### src/rtl/bffz_pkg.sv
// Shared constants, operation codes and types for the bitmap find-first-zero block.
package bffz_pkg;

  localparam int MAX_BITS   = 4096;
  localparam int WORD_BITS  = 64;
  localparam int WORD_COUNT = (MAX_BITS + WORD_BITS - 1) / WORD_BITS;
  localparam int IDX_W      = 12;
  localparam int CNT_W      = 13;
  localparam int OFS_W      = 6;
  localparam int WADDR_W    = 6;
  localparam int IN_W       = 16;
  localparam int OUT_W      = 16;

  localparam logic [CNT_W-1:0] MAX_CNT = CNT_W'(MAX_BITS);

  localparam logic [2:0] OP_READ   = 3'd0;
  localparam logic [2:0] OP_WRITE  = 3'd1;
  localparam logic [2:0] OP_TOGGLE = 3'd2;
  localparam logic [2:0] OP_FIND   = 3'd3;
  localparam logic [2:0] OP_FILL   = 3'd4;

  typedef logic [WORD_BITS-1:0] word_t;

  typedef struct packed {
    logic             use_start;
    logic [OFS_W-1:0] start_ofs;
    logic             use_lim;
    logic [OFS_W-1:0] lim_ofs;
  } scan_ctl_t;

  typedef struct packed {
    logic             hit;
    logic [OFS_W-1:0] pos;
  } scan_res_t;

  function automatic logic [OFS_W-1:0] first_one(input word_t v);
    logic [OFS_W-1:0] p;
    p = '0;
    for (int i = WORD_BITS - 1; i >= 0; i--) begin
      if (v[i]) begin
        p = OFS_W'(i);
      end
    end
    return p;
  endfunction

endpackage

### src/rtl/bffz_word_scan.sv
// Masks one bitmap word to the search window and locates its lowest zero flag.
module bffz_word_scan
  import bffz_pkg::*;
(
  input  word_t     word,
  input  scan_ctl_t ctl,
  output scan_res_t res
);

  word_t zeros;

  always_comb begin
    zeros = ~word;
    if (ctl.use_start) begin
      zeros = zeros & ({WORD_BITS{1'b1}} << ctl.start_ofs);
    end
    // partial last word: keep only flags below the item count
    if (ctl.use_lim) begin
      zeros = zeros & ~({WORD_BITS{1'b1}} << ctl.lim_ofs);
    end
    res.hit = |zeros;
    res.pos = first_one(zeros);
  end

endmodule

### config.mk
export PLATFORM = sky130hd
export DESIGN_NAME = bffz_word_scan
export DESIGN_NICKNAME = d
export VERILOG_FILES = /design/src/rtl/bffz_pkg.sv /design/src/rtl/bffz_word_scan.sv
export SDC_FILE = /design/constraint.sdc
export NUM_CORES = 1
export LEC_CHECK = 0
export BUFFER_PORTS_ARGS = -buffer_cell sky130_fd_sc_hd__buf_2
export CORE_MARGIN = 2
export CORE_UTILIZATION = 40
export DETAILED_ROUTE_END_ITERATION = 8
export MAX_ROUTING_LAYER = met4
export PLACE_DENSITY = 0.65
export RECOVER_POWER = 100
export SYNTH_ARGS = -nofsm -noshare
export SYNTH_HDL_FRONTEND = slang
export SYNTH_SLANG_ARGS = --single-unit
### constraint.sdc
create_clock -name vclk -period 4.1
set_clock_uncertainty 0.1 [all_clocks]
set_input_delay 0.82 -clock vclk [all_inputs]
set_output_delay 0.82 -clock vclk [all_outputs]
set_load 0.005 [all_outputs]
==> run summary, run 1 <==
The tool flagged a number of max-cap violations equal to 0. STA puts the critical path data arrival time at 3120 ps. The worst hold path belongs to the class primary input to primary output. The iteration count of the initial detailed-routing pass is 7. Yosys printed 0 warnings. The number of max-slew violations in the final report came out at 0. In the global route stage, overall resource usage came out at 36.22%. The switching power summed over all nets is 271.5 uW.

The fraction of the cycle the final worst path needs came out at 98.51%. Cell internal power was estimated by the tool at 181.6 uW. The top-level port count is 85.

Once detailed placement completed, the half-perimeter wirelength came to 10540 um. The final reports fail on design-rule violations. Setup repair after global routing could not meet its margin everywhere. Net switching is 59.92% of the power. The initialized floorplan defines 29 standard-cell rows.

The required time reported for the critical path endpoint is 3180 ps. The actual slew at the worst max-slew pin came out at 559.2 ps. The worst setup path is captured at a primary output. The maximum single-stage delay on the critical path is 540 ps. The sequential element share of the synthesized area came out at 0%.

The tightest hold margin came out at 2104 ps. The summed negative setup slack over all endpoints came out at 0 ps. The chip height came out at 85.78 um. The number of nets still failing antenna checks after routing came out at 0.

The critical-path maximum fanout came out at 13. The number of antenna violations at the first check in global routing came out at 0. The highest ir drop seen on vdd came out at 0.09793 mV. The worst hold path passes through 7 cells.

In this design, the critical path's most frequently occurring cell is sky130_fd_sc_hd__buf_2. The number of nets in the synthesized netlist came out at 491. The first-pass GRT wire length came out at 20280 um. Summed over all layers, the global routing overflow is 0. The highest clock frequency the design can meet came out at 0.2476 GHz. The number of port buffers came out at 85. The die area is 7358 um2.

The width of the die is 85.78 um. The number of sequential storage elements came out at 0. The layout overhead on the synthesized area is 29.47%. The number of global-route vias before repair is 3644.

Of the total power, registers draw 0%. The worst hold path begins at word[17]. The starting DRC count in detailed routing is 463. The standby leakage power is 1.363 nW. The mean routed wirelength per cell came out at 22.97 um.

After global routing, the most crowded layer is met2. The start-to-end type of the worst setup path is primary input to primary output. The power density over the cells came out at 130.8 nW/um2. The number of antenna repair diodes is 0. Dividing the synthesized area by the synthesized cell count gives 6.477 um2. The count of distinct cell types in the synthesized netlist came out at 72. The netlist area before placement came out at 2675 um2. The initial cell density of the core is 41.65%. Counting both buffers and inverters, the worst setup path holds a total of 2. The met1 capacity usage during global routing came out at 48.91%. The overall routed net length is 13350 um. The clock buffers instantiated in the layout total 0. The relative slew slack came out at 62.72%. For hold timing, the worst endpoint is res[0].

The global placement routability congestion is 1.040. The area of the core is 6422 um2. Global routing used 2.791% of the available met3 tracks.

The area taken by flip-flops and latches is 0 um2. The final net count came out at 584. The final setup slack of the worst path is 61.20 ps.

The count of endpoints failing hold in the final timing report is 0. The detailed router placed 4047 vias in this run. The critical path goes through buf_2 -> and2b_1 -> a221oi_1 -> o21bai_1 -> a221o_1 -> and4b_1 -> a211o_1 -> a21oi_1 -> buf_2. The flow ran to the end, but the final reports show violations. The nature of the critical path startpoint is a primary input. At the placement stage, the worst setup path has a slack of 74.83 ps.

The final critical-path required period is 4039 ps. The final setup violation count came out at 0. Entering global routing, the biggest net connects 27 pins.

The clock network burns 0% of the power. The share of layout cells above drive strength 1 came out at 34.33%. The slowest cell on the critical path is sky130_fd_sc_hd__a221oi_1. The average via count per standard cell came out at 6.966. The met2 capacity usage during global routing came out at 55.61%. The post-synthesis instance total came out at 413. The kind of cell with the highest combined delay along the critical path is compound AO/OA/AOI/OAI gates. The end-of-flow core utilization came out at 53.93%. After detailed routing, the number of remaining DRC violations is 4. The combinational power share came out at 100.0%.
[logic make-up (layout without fill, tap and decap cells)]
kind of cell,Yosys count,count (layout),share of synthesized area (%)
buf+inv,47,137,9.541
compound gates,209,209,58.23
simple gates,157,158,32.23
[metal layers]
layer	up-vias	share of wire (%)
met5	-	0
met4	0	4.8
met3	46	11
met2	263	44
met1	1879	41
li1	1859	-
[how the worst max path moves through the flow]
stage	cells past startpoint	start	endpoint
3_5_place_dp	10	ctl[7]	res[1]
6_report	9	ctl[4]	res[1]
3_3_place_gp	10	ctl[7]	res[1]
2_1_floorplan	8	ctl[4]	res[2]
5_1_grt	9	ctl[3]	res[1]
4_1_cts	10	ctl[7]	res[1]
[area by class of cell]
cell class	instances	area [um2]
fillers	652	2959
well taps	77	96.34
multi-input cells	367	2574
inverters	9	33.78
repair buffers	128	759.5
[power by group through the flow]
| stage | clock [mW] | sequential [mW] | combinational [mW] |
|---|---|---|---|
| after floorplan | 0 | 0 | 0.261 |
| after global placement | 0 | 0 | 0.420 |
| after detailed placement | 0 | 0 | 0.418 |
| after CTS | 0 | 0 | 0.420 |
| after global routing | 0 | 0 | 0.487 |
| final | 0 | 0 | 0.453 |
[metrics by stage]
stage / power [mW] / area [um2] / std cells
after floorplan: 0.2609 / 2675 / 413
after global placement: 0.4196 / 3311 / 580
final: 0.4531 / 3463 / 581
after detailed placement: 0.4182 / 3311 / 580
after CTS: 0.4202 / 3311 / 580
after global routing: 0.4872 / 3463 / 581
[layout by cell type, fill, tap and decap left out, types with 5 or more instances in the layout]
| cell type | instances |
|---|---|
| sky130_fd_sc_hd__o21a_1 | 8 |
| sky130_fd_sc_hd__a221oi_1 | 9 |
| sky130_fd_sc_hd__nand4_1 | 6 |
| sky130_fd_sc_hd__a22oi_1 | 8 |
| sky130_fd_sc_hd__nand2b_1 | 10 |
| sky130_fd_sc_hd__inv_1 | 9 |
| sky130_fd_sc_hd__nand3_1 | 13 |
| sky130_fd_sc_hd__and2_1 | 9 |
| sky130_fd_sc_hd__a211oi_1 | 15 |
| sky130_fd_sc_hd__nand2_1 | 39 |
| sky130_fd_sc_hd__a31oi_1 | 9 |
| sky130_fd_sc_hd__a21oi_1 | 36 |
| sky130_fd_sc_hd__o211ai_1 | 7 |
| sky130_fd_sc_hd__o2111ai_1 | 5 |
| sky130_fd_sc_hd__buf_2 | 84 |
| sky130_fd_sc_hd__nor2_1 | 23 |
| sky130_fd_sc_hd__nor3_1 | 10 |
| sky130_fd_sc_hd__o21ai_0 | 25 |
| sky130_fd_sc_hd__a211o_1 | 8 |
| sky130_fd_sc_hd__a21o_1 | 6 |
| sky130_fd_sc_hd__a221oi_2 | 5 |
| sky130_fd_sc_hd__buf_4 | 41 |
[cells in the mapped netlist (5+ instances only)]
library cell | n | area (um2)
sky130_fd_sc_hd__a31oi_1 | 10 | 62.56
sky130_fd_sc_hd__a21o_1 | 6 | 45.04
sky130_fd_sc_hd__nand3_1 | 13 | 65.06
sky130_fd_sc_hd__a211o_1 | 8 | 70.07
sky130_fd_sc_hd__o2111ai_1 | 5 | 43.79
sky130_fd_sc_hd__and2_1 | 10 | 62.56
sky130_fd_sc_hd__nand2_1 | 39 | 146.4
sky130_fd_sc_hd__and3_1 | 5 | 31.28
sky130_fd_sc_hd__a2111oi_2 | 7 | 105.1
sky130_fd_sc_hd__buf_4 | 6 | 45.04
sky130_fd_sc_hd__o21a_1 | 8 | 60.06
sky130_fd_sc_hd__a21boi_0 | 5 | 37.54
sky130_fd_sc_hd__inv_1 | 9 | 33.78
sky130_fd_sc_hd__a211oi_1 | 18 | 135.1
sky130_fd_sc_hd__o211ai_1 | 7 | 52.55
sky130_fd_sc_hd__a221oi_1 | 11 | 96.34
sky130_fd_sc_hd__o21ai_0 | 26 | 130.1
sky130_fd_sc_hd__a22oi_1 | 9 | 67.56
sky130_fd_sc_hd__nand2b_1 | 10 | 62.56
sky130_fd_sc_hd__nor2_1 | 24 | 90.09
sky130_fd_sc_hd__buf_2 | 21 | 105.1
sky130_fd_sc_hd__a21oi_1 | 38 | 190.2
sky130_fd_sc_hd__clkbuf_1 | 6 | 22.52
sky130_fd_sc_hd__nand4_1 | 6 | 37.54
sky130_fd_sc_hd__nor3_1 | 11 | 55.05
[repair_timing]
item | CTS | global route
setup endpoints to repair | 0 | 6
hold buffers | 0 | 0
resized for setup | 0 | 27
buffers inserted | 0 | 0
Note: power is estimated with default switching activity, not from simulation.
==> inputs of run 2 (changes only) <==
Settings changed: CORE_ASPECT_RATIO from default to 0.75.
==> run summary, run 2 (same netlist as run 1, synthesis figures left out) <==
The layout has 672 filler cells. The total cell area at the placement stage came out at 3326 um2. The width of the die came out at 98.43 um. Across the run, the number of max-cap violations was 0. The region available for standard cell placement spans 6381 um2. Once layout is complete, the cells apart from fillers number 588. After floorplanning, the core was divided into 25 placement rows.

The first detailed-routing pass took 6 iterations. Registers take 0 um2. Counting tap cells, the placed design contains a total of 587 instances. The number of nets still failing antenna checks after routing came out at 0. The final cell area excluding filler cells is 3462 um2. The first-pass GRT wire length came out at 20340 um. The relative slew slack came out at 54.73%.

The number of max-slew violations in the final report came out at 0. The end-of-flow core utilization is 54.25%. The overall global routing resource usage is 36.31%. The average via count per standard cell came out at 6.823. After detailed routing, no signal wire sits above met4. The standby leakage power is 1.359 nW. The worst slack after detailed placement came out at -72.79 ps. The final net count is 587. The worst path meets setup with 93.63 ps of slack. The total congestion overflow came out at 0.

The number of antenna violations at the first check in global routing was 0. The share of layout cells above drive strength 1 came out at 34.52%. Power spread over the standard cell area amounts to 131.1 nW/um2. The tightest min-delay check is of the primary input to primary output type.

The congestion estimate from routability-driven global placement came to 0.9929. Dividing the final minimum period by the clock period gives 97.72%. The top cell types in the final layout, fill and taps aside, are sky130_fd_sc_hd__buf_2 (80), sky130_fd_sc_hd__buf_4 (46), sky130_fd_sc_hd__nand2_1 (38). The die covers 7365 um2. The highest ir drop seen on vdd came out at 0.07712 mV. Hold is met by 2175 ps. The category of the worst setup path capture point is a primary output. The total vias in the final route is 4012.

The actual slew at the worst max-slew pin is 679.0 ps. The pin count of the biggest net entering global routing came out at 25. The overall routed net length is 13420 um. The flow ran to the end, and the final reports show no timing, DRC or antenna violations. By startpoint and endpoint, the worst setup path is classified as primary input to primary output. The highest clock frequency the design can meet came out at 0.2496 GHz. The starting DRC count in detailed routing came out at 408.

The number of clock buffers in the layout came out at 0. The met1 wire length is 5766 um. For this configuration, the core starts out at a cell density of 41.92%.

The mean routed wirelength per cell is 22.82 um. The number of antenna repair diodes came out at 0. The worst setup path is launched from a primary input. The half-perimeter wire length of the detailed placement result came out at 10860 um. The final setup violation count came out at 0. After detailed routing, the number of remaining DRC violations is 0. In this run, post-CTS hold repair placed 0 buffers. Leaving out fill and tap cells, the most frequent cell in the layout is sky130_fd_sc_hd__buf_2.

The count of endpoints failing hold in the final timing report is 0. The layout overhead on the synthesized area is 29.42%. The die is 74.82 um tall. The number of sequential storage elements is 0.

The final critical-path required period came out at 4006 ps. The number of port buffers came out at 85. For the worst setup path, the data required time is 3180 ps. The critical-path maximum fanout came out at 16. The detailed route wirelength on metal3 is 1331 um.

The top-level port count came out at 85. The data arrival time of the critical path is 3090 ps. The number of global-route vias before repair is 3729. The amount of wire on met2 after detailed routing is 5928 um.
## run 2: power breakdown
group	switching (mW)	internal [mW]	total [mW]
Combinational	0.273	0.181	0.454
Sequential	0	0	0
Clock	0	0	0
## run 2: path summary, 6_finish.rpt
check / startpoint / to / slack, ps / cells after the start
hold / removal: word[3] / res[0] / 2180 / 7
setup / recovery: ctl[9] / res[2] / 90 / 9
## run 2: worst max-delay path, stage by stage
cell and delay [ps]:
sky130_fd_sc_hd__buf_2 250, sky130_fd_sc_hd__buf_4 230, sky130_fd_sc_hd__a31oi_1 170, sky130_fd_sc_hd__o21ai_0 510, sky130_fd_sc_hd__nand4_1 230, sky130_fd_sc_hd__a311o_1 350, sky130_fd_sc_hd__a311oi_1 310, sky130_fd_sc_hd__nor3_1 70
sky130_fd_sc_hd__buf_2 130
## run 2: per-stage QoR
stage,setup TNS (ps),total power [mW]
3_3_place_gp,-109.8,0.4205
4_1_cts,0,0.4227
3_5_place_dp,-72.79,0.4193
5_1_grt,-1.070,0.4862
6_report,0,0.4538
2_1_floorplan,0,0.2609
## run 2: repair_timing
item | 4_1_cts | 5_1_grt
setup endpoints to repair | 1 | 7
pin swaps | 0 | 3
setup buffers | 0 | 1
resized for setup | 1 | 25
## run 2: per-layer routing
metal / global-route usage [%] / vias to the layer above
li1: - / 1856
met3: 6.592 / 24
met5: - / -
met4: 9.741 / 0
met1: 47.26 / 1862
met2: 58.73 / 270
## run 2: area by class of cell
cell class / instances / area (um2) / share of cell area (%)
Inverter: 9 / 33.78 / 0.9758
Multi-Input combinational cell: 366 / 2547 / 73.58
Tap cell: 81 / 101.3 / 2.927
Timing Repair Buffer: 132 / 779.5 / 22.52
==> inputs of run 3 (changes only) <==
Settings changed: CORE_UTILIZATION 40 to 50, GPL_ROUTABILITY_DRIVEN from default to 0, PLACE_DENSITY 0.65 to 0.79, SKIP_LAST_GASP from default to 1.
==> run summary, run 3 (same netlist as run 1, synthesis figures left out) <==
The total congestion overflow came out at 0. Hold timing on the final database bottoms out at a slack of 2123 ps. The floorplan step defined a core boundary enclosing 5238 um2. The path class of the tightest hold or removal check is primary input to primary output. The pin count of the biggest net entering global routing is 27. The most critical setup path has its startpoint at ctl[5]. The met1 wire length came out at 4428 um. In this design, the stage delay of the slowest critical-path cell is 620 ps. The library cells used most frequently in the layout, excluding fill and tap cells, are sky130_fd_sc_hd__buf_2 (83), sky130_fd_sc_hd__nand2_1 (39), sky130_fd_sc_hd__a21oi_1 (38). The routed design uses 4829 um of met2 wire. STA classifies the critical path endpoint as a primary output. The width of the die is 88.46 um.

The number of sequential storage elements came out at 0. Across the run, the number of max-cap violations was 0. Wire segments on met3 add up to 2025 um in the final route. The critical-path maximum fanout is 15. The overall power of the completed layout came out at 428.2 uW. The number of port buffers came out at 85. The number of antenna violations at the first check in global routing is 0. STA puts the critical path data required time at 3180 ps. The total vias in the final route came out at 4116.

The start-to-end type of the worst setup path is primary input to primary output. STA puts the critical path data arrival time at 3170 ps. Wires add up to 12030 um.

The top-level port count is 85. The final setup violation count is 0. The highest metal layer carrying signal wires in the routed design is met4. The summed negative setup slack over all endpoints is 0 ps. The relative slew slack came out at 56.36%. After the first detailed-routing iteration, the DRC count stood at 698. The slowest cell on the critical path is sky130_fd_sc_hd__and2b_1. The mean routed wirelength per cell is 21.22 um. The number of nets still failing antenna checks after routing came out at 0. Summed over all nets, the half-perimeter wirelength after detailed placement is 9291 um. The instance count after placement with tap cells included is 565. In this run the worst setup path terminates at res[1].

The layout overhead on the synthesized area came out at 23.34%. The fraction of the cycle the final worst path needs came out at 99.75%. Global routing used 39.91% of the available tracks across all layers. The final reports fail on design-rule violations. The total of hold buffers inserted after clock tree synthesis is 0. The total number of placement rows is 23. The average via count per standard cell came out at 7.259. The analysis attributes to cell leakage a power of 1.295 nW. VDD sags by at most 0.06985 mV. The DRC violations left is 15. The initial utilization of the core area, before any placement, comes to 51.08%. The power density over the cells came out at 129.8 nW/um2. The number of antenna diodes in the final layout is 0. At the pin with the least slew margin, the transition time is 648.6 ps.

The finished layout holds 567 standard cells, fillers aside. The flow ran to the end, but the final reports show violations. The area taken by flip-flops and latches came out at 0 um2. The smallest clock period supported by the final layout is computed as 4090 ps. The number of clock buffers in the layout came out at 0.

The number of global-route vias before repair is 3682. The die covers 5957 um2. In this design, the critical path's most frequently occurring cell is sky130_fd_sc_hd__buf_2.

From bottom edge to top edge, the die measures 67.35 um. The iteration count of the initial detailed-routing pass came out at 9. The count of endpoints failing hold in the final timing report is 0. The first-pass GRT wire length came out at 18130 um. The nature of the critical path startpoint is a primary input. The highest clock frequency the design can meet is 0.2445 GHz. Setup repair after global routing could not meet its margin everywhere. The final layout contains 572 nets. The number of max-slew violations in the final report is 0. Cells with a size suffix above 1 make up 31.71% of the layout. The signal on the critical path passes through buf_2 -> and2b_1 -> a2111oi_1 -> buf_4 -> nor4_1 -> nand2b_1 -> a211o_1 -> a21oi_1 -> buf_2. Leaving out fill and tap cells, the most frequent cell in the layout is sky130_fd_sc_hd__buf_2.
-- run 3: worst min-delay path by stage --
stage	from	endpoint	slack, ps	cells after the start
floorplan	word[17]	res[0]	1840	5
global placement	word[17]	res[0]	2100	7
detailed placement	word[17]	res[0]	2100	7
CTS	word[17]	res[0]	2110	7
global route	word[17]	res[0]	2140	7
finish	word[17]	res[0]	2120	7
-- run 3: worst max-delay path, delay by kind of cell --
kind            cells  cell delay, ps
simple gates        3            1240
compound gates      3             560
buf+inv             3             530
-- run 3: per-layer routing --
metal	vias up	track usage, %
met3	103	11.37
met4	0	16.67
li1	1830	-
met5	-	-
met2	414	59.21
met1	1769	50.79
-- run 3: cell type report --
class	count	area, um2
Multi-Input combinational cell	367	2509
Fill cell	522	1938
Timing Repair Buffer	116	663.1
Inverter	9	33.78
Tap cell	75	93.84
-- run 3: stage by stage --
step	utilization [%]	setup WS, ps	cell area [um2]
2_1_floorplan	-	624.6	2675
3_3_place_gp	61.06	122.0	3198
3_5_place_dp	61.06	72.22	3198
4_1_cts	61.06	69.63	3198
5_1_grt	63.00	-86.16	3299
6_report	63.00	10.37	3299
-- run 3: what timing repair did --
item                       CTS  global route
buffers inserted             0             1
gates resized for setup      0            22
setup endpoints to repair    0             5
-- run 3: power breakdown --
part	internal, mW	switching, mW	total, mW
Clock	0	0	0
Sequential	0	0	0
Combinational	0.167	0.261	0.428
Total	0.167	0.261	0.428
